==> config.mk <==
export PLATFORM = sky130hd
export DESIGN_NAME = stable_min_priority_queue_flat
export DESIGN_NICKNAME = d
export VERILOG_FILES = /design/src/design/spq_pkg.sv /design/src/design/spq_if.sv /design/src/design/stable_min_priority_queue.sv /design/src/design/spq_cell.sv /design/src/flat_wrapper.sv
export SDC_FILE = /design/constraint.sdc
export NUM_CORES = 2
export LEC_CHECK = 0
export BUFFER_PORTS_ARGS = -buffer_cell sky130_fd_sc_hd__buf_2
export CAP_MARGIN = 20
export CORE_ASPECT_RATIO = 0.8
export CORE_UTILIZATION = 34
export DETAILED_ROUTE_END_ITERATION = 10
export PLACE_DENSITY = 0.54
export SYNTH_ARGS = -nofsm -noshare
export SYNTH_HDL_FRONTEND = slang
export SYNTH_SLANG_ARGS = --single-unit
==> constraint.sdc <==
create_clock -name i_clk -period 22.8 [get_ports i_clk]
set_input_delay 1.14 -clock i_clk [delete_from_list [all_inputs] [get_ports i_clk]]
set_output_delay 1.14 -clock i_clk [all_outputs]
set_load 0.01 [all_outputs]
==> src/design/spq_pkg.sv <==
`timescale 1ns / 1ps
`default_nettype none

package spq_pkg;

    localparam int KEY_W        = 32;
    localparam int DATA_W       = 32;
    localparam int COUNT_OUT_W  = 5;
    localparam int CAPACITY_DEF = 16;

    typedef enum logic {
        MODE_INSERT = 1'b0,
        MODE_REMOVE = 1'b1
    } t_mode;

    typedef struct packed {
        logic signed [KEY_W-1:0]  key;
        logic signed [DATA_W-1:0] data;
    } t_entry;

    // Broadcast to every cell of the chain for the transfer in hand.
    typedef struct packed {
        logic ins;
        logic rem;
    } t_cell_ctrl;

endpackage

`default_nettype wire

==> src/design/spq_if.sv <==
`timescale 1ns / 1ps
`default_nettype none

interface spq_in_if;
    logic                               valid;
    logic                               ready;
    logic                               mode;
    logic signed [spq_pkg::DATA_W-1:0]  data_in;
    logic signed [spq_pkg::KEY_W-1:0]   priority_in;

    modport source (output valid, output mode, output data_in, output priority_in,
                    input ready);
    modport sink   (input valid, input mode, input data_in, input priority_in,
                    output ready);
endinterface

interface spq_out_if;
    logic                                 valid;
    logic                                 ready;
    logic signed [spq_pkg::DATA_W-1:0]    data_out;
    logic                                 was_empty;
    logic                                 was_full;
    logic [spq_pkg::COUNT_OUT_W-1:0]      count_out;

    modport source (output valid, output data_out, output was_empty, output was_full,
                    output count_out, input ready);
    modport sink   (input valid, input data_out, input was_empty, input was_full,
                    input count_out, output ready);
endinterface

`default_nettype wire

==> src/design/stable_min_priority_queue.sv <==
`timescale 1ns / 1ps
`default_nettype none

// Channel   Direction  Payload
// i_in      sink       mode, data_in, priority_in
// o_out     source     data_out, was_empty, was_full, count_out
//
// For every accepted item, the whole chain of cells compares
// against the broadcast key and shifts in the same edge, and the result is
// registered at that edge. A new item is taken whenever the output register
// is empty or being transferred, so the rate is one item per cycle.
// Synchronous active-low reset empties the queue and the output register;
// a stalled output holds its result and stops further input transfers.

module stable_min_priority_queue #(
    parameter int CAPACITY = spq_pkg::CAPACITY_DEF
) (
    input  wire logic  i_clk,
    input  wire logic  i_rst_n,
    spq_in_if.sink     i_in,
    spq_out_if.source  o_out
);

    localparam int CW = $clog2(CAPACITY + 1);

    logic [CW-1:0]                    r_count;
    logic [CW-1:0]                    n_count;
    logic                             r_out_valid;
    logic signed [spq_pkg::DATA_W-1:0] r_data_out;
    logic                             r_was_empty;
    logic                             r_was_full;
    logic [CW-1:0]                    r_count_res;

    logic                             accept;
    logic                             is_remove;
    logic                             full;
    logic                             empty;
    spq_pkg::t_cell_ctrl              ctrl;
    spq_pkg::t_entry                  new_entry;
    spq_pkg::t_entry                  entries [CAPACITY];
    logic [CAPACITY-1:0]              gt;
    logic [CW+spq_pkg::COUNT_OUT_W-1:0] count_wide;

    assign i_in.ready = !r_out_valid || o_out.ready;
    assign accept     = i_in.valid && i_in.ready;
    assign is_remove  = (i_in.mode == spq_pkg::MODE_REMOVE);
    assign full       = (r_count == CW'(CAPACITY));
    assign empty      = (r_count == '0);

    assign ctrl.ins = accept && !is_remove && !full;
    assign ctrl.rem = accept && is_remove && !empty;

    assign new_entry.key  = i_in.priority_in;
    assign new_entry.data = i_in.data_in;

    genvar g;
    generate
        for (g = 0; g < CAPACITY; g++) begin : g_cell
            spq_pkg::t_entry prev_e;
            spq_pkg::t_entry next_e;
            logic            prev_gt;

            if (g == 0) begin : g_head
                assign prev_e  = new_entry;
                assign prev_gt = 1'b0;
            end else begin : g_body
                assign prev_e  = entries[g-1];
                assign prev_gt = gt[g-1];
            end

            if (g == CAPACITY - 1) begin : g_tail
                assign next_e = '0;
            end else begin : g_inner
                assign next_e = entries[g+1];
            end

            spq_cell u_cell (
                .i_clk     (i_clk),
                .i_ctrl    (ctrl),
                .i_occ     (CW'(g) < r_count),
                .i_new     (new_entry),
                .i_prev    (prev_e),
                .i_prev_gt (prev_gt),
                .i_next    (next_e),
                .o_entry   (entries[g]),
                .o_gt      (gt[g])
            );
        end
    endgenerate

    always_comb begin
        n_count = r_count;
        if (ctrl.ins) begin
            n_count = r_count + CW'(1);
        end else if (ctrl.rem) begin
            n_count = r_count - CW'(1);
        end
    end

    always_ff @(posedge i_clk) begin
        if (!i_rst_n) begin
            r_count     <= '0;
            r_out_valid <= 1'b0;
        end else begin
            r_count <= n_count;
            if (accept) begin
                r_out_valid <= 1'b1;
            end else if (o_out.ready) begin
                r_out_valid <= 1'b0;
            end
        end
    end

    always_ff @(posedge i_clk) begin
        if (accept) begin
            r_data_out  <= ctrl.rem ? entries[0].data : '0;
            r_was_empty <= is_remove && empty;
            r_was_full  <= !is_remove && full;
            r_count_res <= n_count;
        end
    end

    assign count_wide      = {{spq_pkg::COUNT_OUT_W{1'b0}}, r_count_res};
    assign o_out.valid     = r_out_valid;
    assign o_out.data_out  = r_data_out;
    assign o_out.was_empty = r_was_empty;
    assign o_out.was_full  = r_was_full;
    assign o_out.count_out = count_wide[spq_pkg::COUNT_OUT_W-1:0];

`ifndef SYNTHESIS
    a_count_bound: assert property (@(posedge i_clk) disable iff (!i_rst_n)
        r_count <= CW'(CAPACITY))
        else $error("entry count above capacity");

    a_insert_grows: assert property (@(posedge i_clk) disable iff (!i_rst_n)
        ctrl.ins |=> (r_count == $past(r_count) + CW'(1)))
        else $error("successful insert did not grow the queue");

    a_flags_exclusive: assert property (@(posedge i_clk) disable iff (!i_rst_n)
        r_out_valid |-> !(r_was_empty && r_was_full))
        else $error("empty and full flags raised together");

    a_head_sorted: assert property (@(posedge i_clk) disable iff (!i_rst_n)
        (r_count >= CW'(2)) |-> ($signed(entries[0].key) <= $signed(entries[1].key)))
        else $error("head entries out of order");
`endif

endmodule

`default_nettype wire

==> src/design/spq_cell.sv <==
`timescale 1ns / 1ps
`default_nettype none

module spq_cell (
    input  wire logic                i_clk,
    input  wire spq_pkg::t_cell_ctrl i_ctrl,
    input  wire logic                i_occ,
    input  wire spq_pkg::t_entry     i_new,
    input  wire spq_pkg::t_entry     i_prev,
    input  wire logic                i_prev_gt,
    input  wire spq_pkg::t_entry     i_next,
    output spq_pkg::t_entry          o_entry,
    output logic                     o_gt
);

    spq_pkg::t_entry r_entry;
    spq_pkg::t_entry n_entry;

    // An empty cell counts as holding a key above every other, so the new
    // entry lands just past the last entry whose key is less than or equal.
    assign o_gt    = !i_occ || ($signed(r_entry.key) > $signed(i_new.key));
    assign o_entry = r_entry;

    always_comb begin
        n_entry = r_entry;
        if (i_ctrl.ins) begin
            if (o_gt && !i_prev_gt) begin
                n_entry = i_new;
            end else if (o_gt) begin
                n_entry = i_prev;
            end
        end else if (i_ctrl.rem) begin
            n_entry = i_next;
        end
    end

    always_ff @(posedge i_clk) begin
        r_entry <= n_entry;
    end

endmodule

`default_nettype wire
==> src/flat_wrapper.sv <==
// flat-port wrapper written by rule: the top's interface ports become plain ports
module stable_min_priority_queue_flat 
#(
    parameter int CAPACITY = spq_pkg::CAPACITY_DEF
)
  (i_clk, i_rst_n, i_in_valid, i_in_mode, i_in_data_in, i_in_priority_in, i_in_ready, o_out_valid, o_out_data_out, o_out_was_empty, o_out_was_full, o_out_count_out, o_out_ready);
  spq_in_if i_in_i ();
  spq_out_if o_out_i ();
  input  wire logic i_clk;
  input  wire logic i_rst_n;
  input wire logic [$bits(i_in_i.valid)-1:0] i_in_valid;
  input wire logic [$bits(i_in_i.mode)-1:0] i_in_mode;
  input wire logic [$bits(i_in_i.data_in)-1:0] i_in_data_in;
  input wire logic [$bits(i_in_i.priority_in)-1:0] i_in_priority_in;
  output wire logic [$bits(i_in_i.ready)-1:0] i_in_ready;
  output wire logic [$bits(o_out_i.valid)-1:0] o_out_valid;
  output wire logic [$bits(o_out_i.data_out)-1:0] o_out_data_out;
  output wire logic [$bits(o_out_i.was_empty)-1:0] o_out_was_empty;
  output wire logic [$bits(o_out_i.was_full)-1:0] o_out_was_full;
  output wire logic [$bits(o_out_i.count_out)-1:0] o_out_count_out;
  input wire logic [$bits(o_out_i.ready)-1:0] o_out_ready;
  assign i_in_i.valid = i_in_valid;
  assign i_in_i.mode = i_in_mode;
  assign i_in_i.data_in = i_in_data_in;
  assign i_in_i.priority_in = i_in_priority_in;
  assign i_in_ready = i_in_i.ready;
  assign o_out_valid = o_out_i.valid;
  assign o_out_data_out = o_out_i.data_out;
  assign o_out_was_empty = o_out_i.was_empty;
  assign o_out_was_full = o_out_i.was_full;
  assign o_out_count_out = o_out_i.count_out;
  assign o_out_i.ready = o_out_ready;
  stable_min_priority_queue #(.CAPACITY(CAPACITY)) u_core (.i_clk(i_clk), .i_rst_n(i_rst_n), .i_in(i_in_i), .o_out(o_out_i));
endmodule
==> out/metrics.cfg <==
[outcome]
status=complete, no violations

[setup_path]
cp-end-kind=register
required_ns=23.20
crit_type=primary input to register
reg2reg_depth=10
crit_path_max_fanout=35
critPathArrivalTime_ns=7.89
startpoint_type=primary input

[clocking]
holdBufCountCts=0
clockBufferDepth=3
cts_sinks=1069
numCtsBuffers=119
post_cts_buffers=0
htreeDepth=3
cts-root-buf=clkbuf_16
ctsResizeCount=0
tritoncts=done
clock_latency_ns=0.81
path_clk_slew_ns=0.06

[synth]
netlist_area_um2=67400
yosys.area_share.simple_pct=15.7
synth_compound_area_share_pct=21.6
postSynthAreaPerCell_um2=9.79
ys_warn_count=0
synth_edf_count=1063
yosys.area.top_type=edfxtp_1
synthAdderAreaFrac_pct=9.56
synth_flop_cell=edfxtp_1
synth_top_area_share_pct=47.4
synth_xor_area_share_pct=0.0260
synth_top_family_by_area=compound AO/OA/AOI/OAI gates
ys_async_sr_fraction_pct=0
yosysSeqAreaShare_pct=47.5
synth_seq_cells=1069
synth_area_leaders=edfxtp_1, ha_1, o211ai_1
syn_inst=6883
synthDistinctLibCells=75
syn_nets=7467
synthMuxAreaShare_pct=0.967

[grt]
grt-ovfl-total=0
track_usage_pct=27.8
antenna_found_initial=18
grt_pass1_wl_mm=410
grt_max_degree=191
grt_pass1_vias=56400

[timing]
setup_viol=0
fmax_mhz=134
finalSetupTns_ns=0
finalMaxSlewViolations=0
fin_crit_ns=7.49
worst_pin_slew_ns=1.37
timing.hold.ws_ns=0.547
rsz0062_at_grt=no
timing.final.crit_share_pct=32.8
relSlewSlack_pct=7.99
hold_viol_final=0
finalClockSkew_ns=0.0469

[final_layout]
syn2layout_area_growth_pct=10.1
regArea_um2=32000
multi_input_area_um2=32700
drive_above_1_share_pct=9.04
fin_nets=7251
fill_cells=19600

[floorplan]
dieWidth_um=500
start_util_pct=34.4
dieArea_um2=200000
core_um2=196000
die_h_um=400
rows=145
io_pins=110

[routing]
routedWlPerCell_um=30.6
via_per_inst=6.42
drc=0
vias=60500
drt_wl_total_mm=288
drtAntennaViolNets=0
first_pass_iters=6
drt_first_iter_violations=8571

[placement]
gp_congestion=0.947
hpwl_mm=178
portBuffers=109

[hold_path]
hp-class=register to register
hold_depth=2

[power_and_ir_drop]
peakVddDrop_mv=0.0628
finalPower_mw=5.80
power_density_nw_per_um2=78.1
leakagePower_nw=26.6

[flow_run]
max_cap_viol_count=0

## placed cells by master (no fill, tap or decap), types with 19 or more instances in the layout
| cell type | n |
|---|---|
| edfxtp_1 | 1063 |
| nor2_1 | 424 |
| clkbuf_16 | 120 |
| nand4_1 | 105 |
| or3_1 | 71 |
| clkinv_1 | 22 |
| nor2b_1 | 19 |
| o21a_1 | 67 |
| o21ai_0 | 250 |
| o311ai_0 | 65 |
| mux2i_1 | 64 |
| a31oi_1 | 323 |
| buf_4 | 119 |
| nand2_1 | 1038 |
| a21oi_1 | 357 |
| o31a_1 | 65 |
| and3_1 | 40 |
| nand3_1 | 445 |
| clkinv_2 | 28 |
| nand2b_1 | 65 |
| clkbuf_1 | 20 |
| buf_2 | 110 |
| ha_1 | 515 |
| o221ai_1 | 64 |
| inv_1 | 168 |
| a21bo_2 | 126 |
| nor4_1 | 19 |
| o211ai_1 | 566 |
| a21o_1 | 75 |
| a221o_1 | 43 |
| nor3_1 | 86 |
## synthesized netlist by cell type, drive strengths merged, types with 13 or more instances
cell,count
inv,169
a21o,75
nor2b,20
nor2,434
a211oi,13
nand4,105
o21a,67
mux2i,64
ha,515
clkbuf,388
buf,190
nor3,90
a31oi,323
o221ai,64
o311ai,67
o211ai,566
a21bo,126
a221o,43
edfxtp,1063
a21oi,360
nand2b,67
and3,42
nor4,22
nand2,1045
nand3,446
or3,73
o21ai,271
o31a,65
## registers in the layout, indices dropped and copies added (netlist names)
name,flops
u_core.o_out.data_out,32
u_core.o_out.was_empty,1
u_core.g_cell.u_cell.o_entry,1024
u_core.o_out.was_full,1
u_core.o_out.count_out,5
u_core.r_count,5
u_core.o_out.valid,1
## report_power, final
part           leakage [nW]  internal [mW]  switching, mW
Combinational          14.6          0.353          0.857
Clock                  1.87           1.07          0.906
Sequential             10.1           2.45          0.158
## final timing paths
| kind | from | end | slack (ns) |
|---|---|---|---|
| setup / recovery | i_in_priority_in[29] | u_core.g_cell[13].u_cell.o_entry[39] | 15.31 |
| hold / removal | u_core.g_cell[1].u_cell.o_entry[5] | u_core.g_cell[0].u_cell.o_entry[5] | 0.55 |
| setup reg to reg | u_core.g_cell[13].u_cell.o_entry[63] | u_core.g_cell[13].u_cell.o_entry[39] | 15.88 |
| hold reg to reg | u_core.g_cell[1].u_cell.o_entry[5] | u_core.g_cell[0].u_cell.o_entry[5] | 0.55 |
## cells by family after synthesis
group           count (synthesis)
simple gates                 2381
compound gates               2104
flops                        1069
buf+inv                       747
fa+ha+maj                     515
mux                            65
xor+xnor                        2
## routing by layer
metal	global-route usage, %	vias up	part of all wire (%)
li1	-	25900	-
met1	41.0	30400	44
met2	39.8	3713	42
met3	6.04	552	11
met4	9.20	4	3.6
met5	0	-	0.010
## stage by stage
| stage | cells | instance area, µm² | setup WS, ns | util (%) |
|---|---|---|---|---|
| floorplan | 6883 | 67400 | 14.19 | - |
| global placement | 9186 | 70300 | 14.98 | 35.8 |
| detailed placement | 9189 | 70300 | 14.86 | 35.9 |
| CTS | 9411 | 74100 | 15.70 | 37.8 |
| global route | 9415 | 74200 | 15.53 | 37.8 |
| finish | 9425 | 74200 | 15.31 | 37.8 |
## final cells by class
class	instances	share of cell area (%)
multi-input cells	5067	44.1
flip-flops and latches	1069	43.2
well taps	2646	4.46
clock buffers	151	4.35
repair buffers	241	2.29
inverters	169	0.855
clock inverters	71	0.777
diodes	11	0.0371
## critical path, stage by stage
cell and delay (ns):
buf_2 0.14, inv_1 0.64, ha_1 0.29, and4_1 0.42
nand4_1 0.55, nor4_1 1.30, o31ai_1 0.37, o211ai_1 0.29
nand2_4 0.43, o21ai_4 0.79, buf_4 0.55, buf_4 0.82
Note: power is estimated with default switching activity, not from simulation.
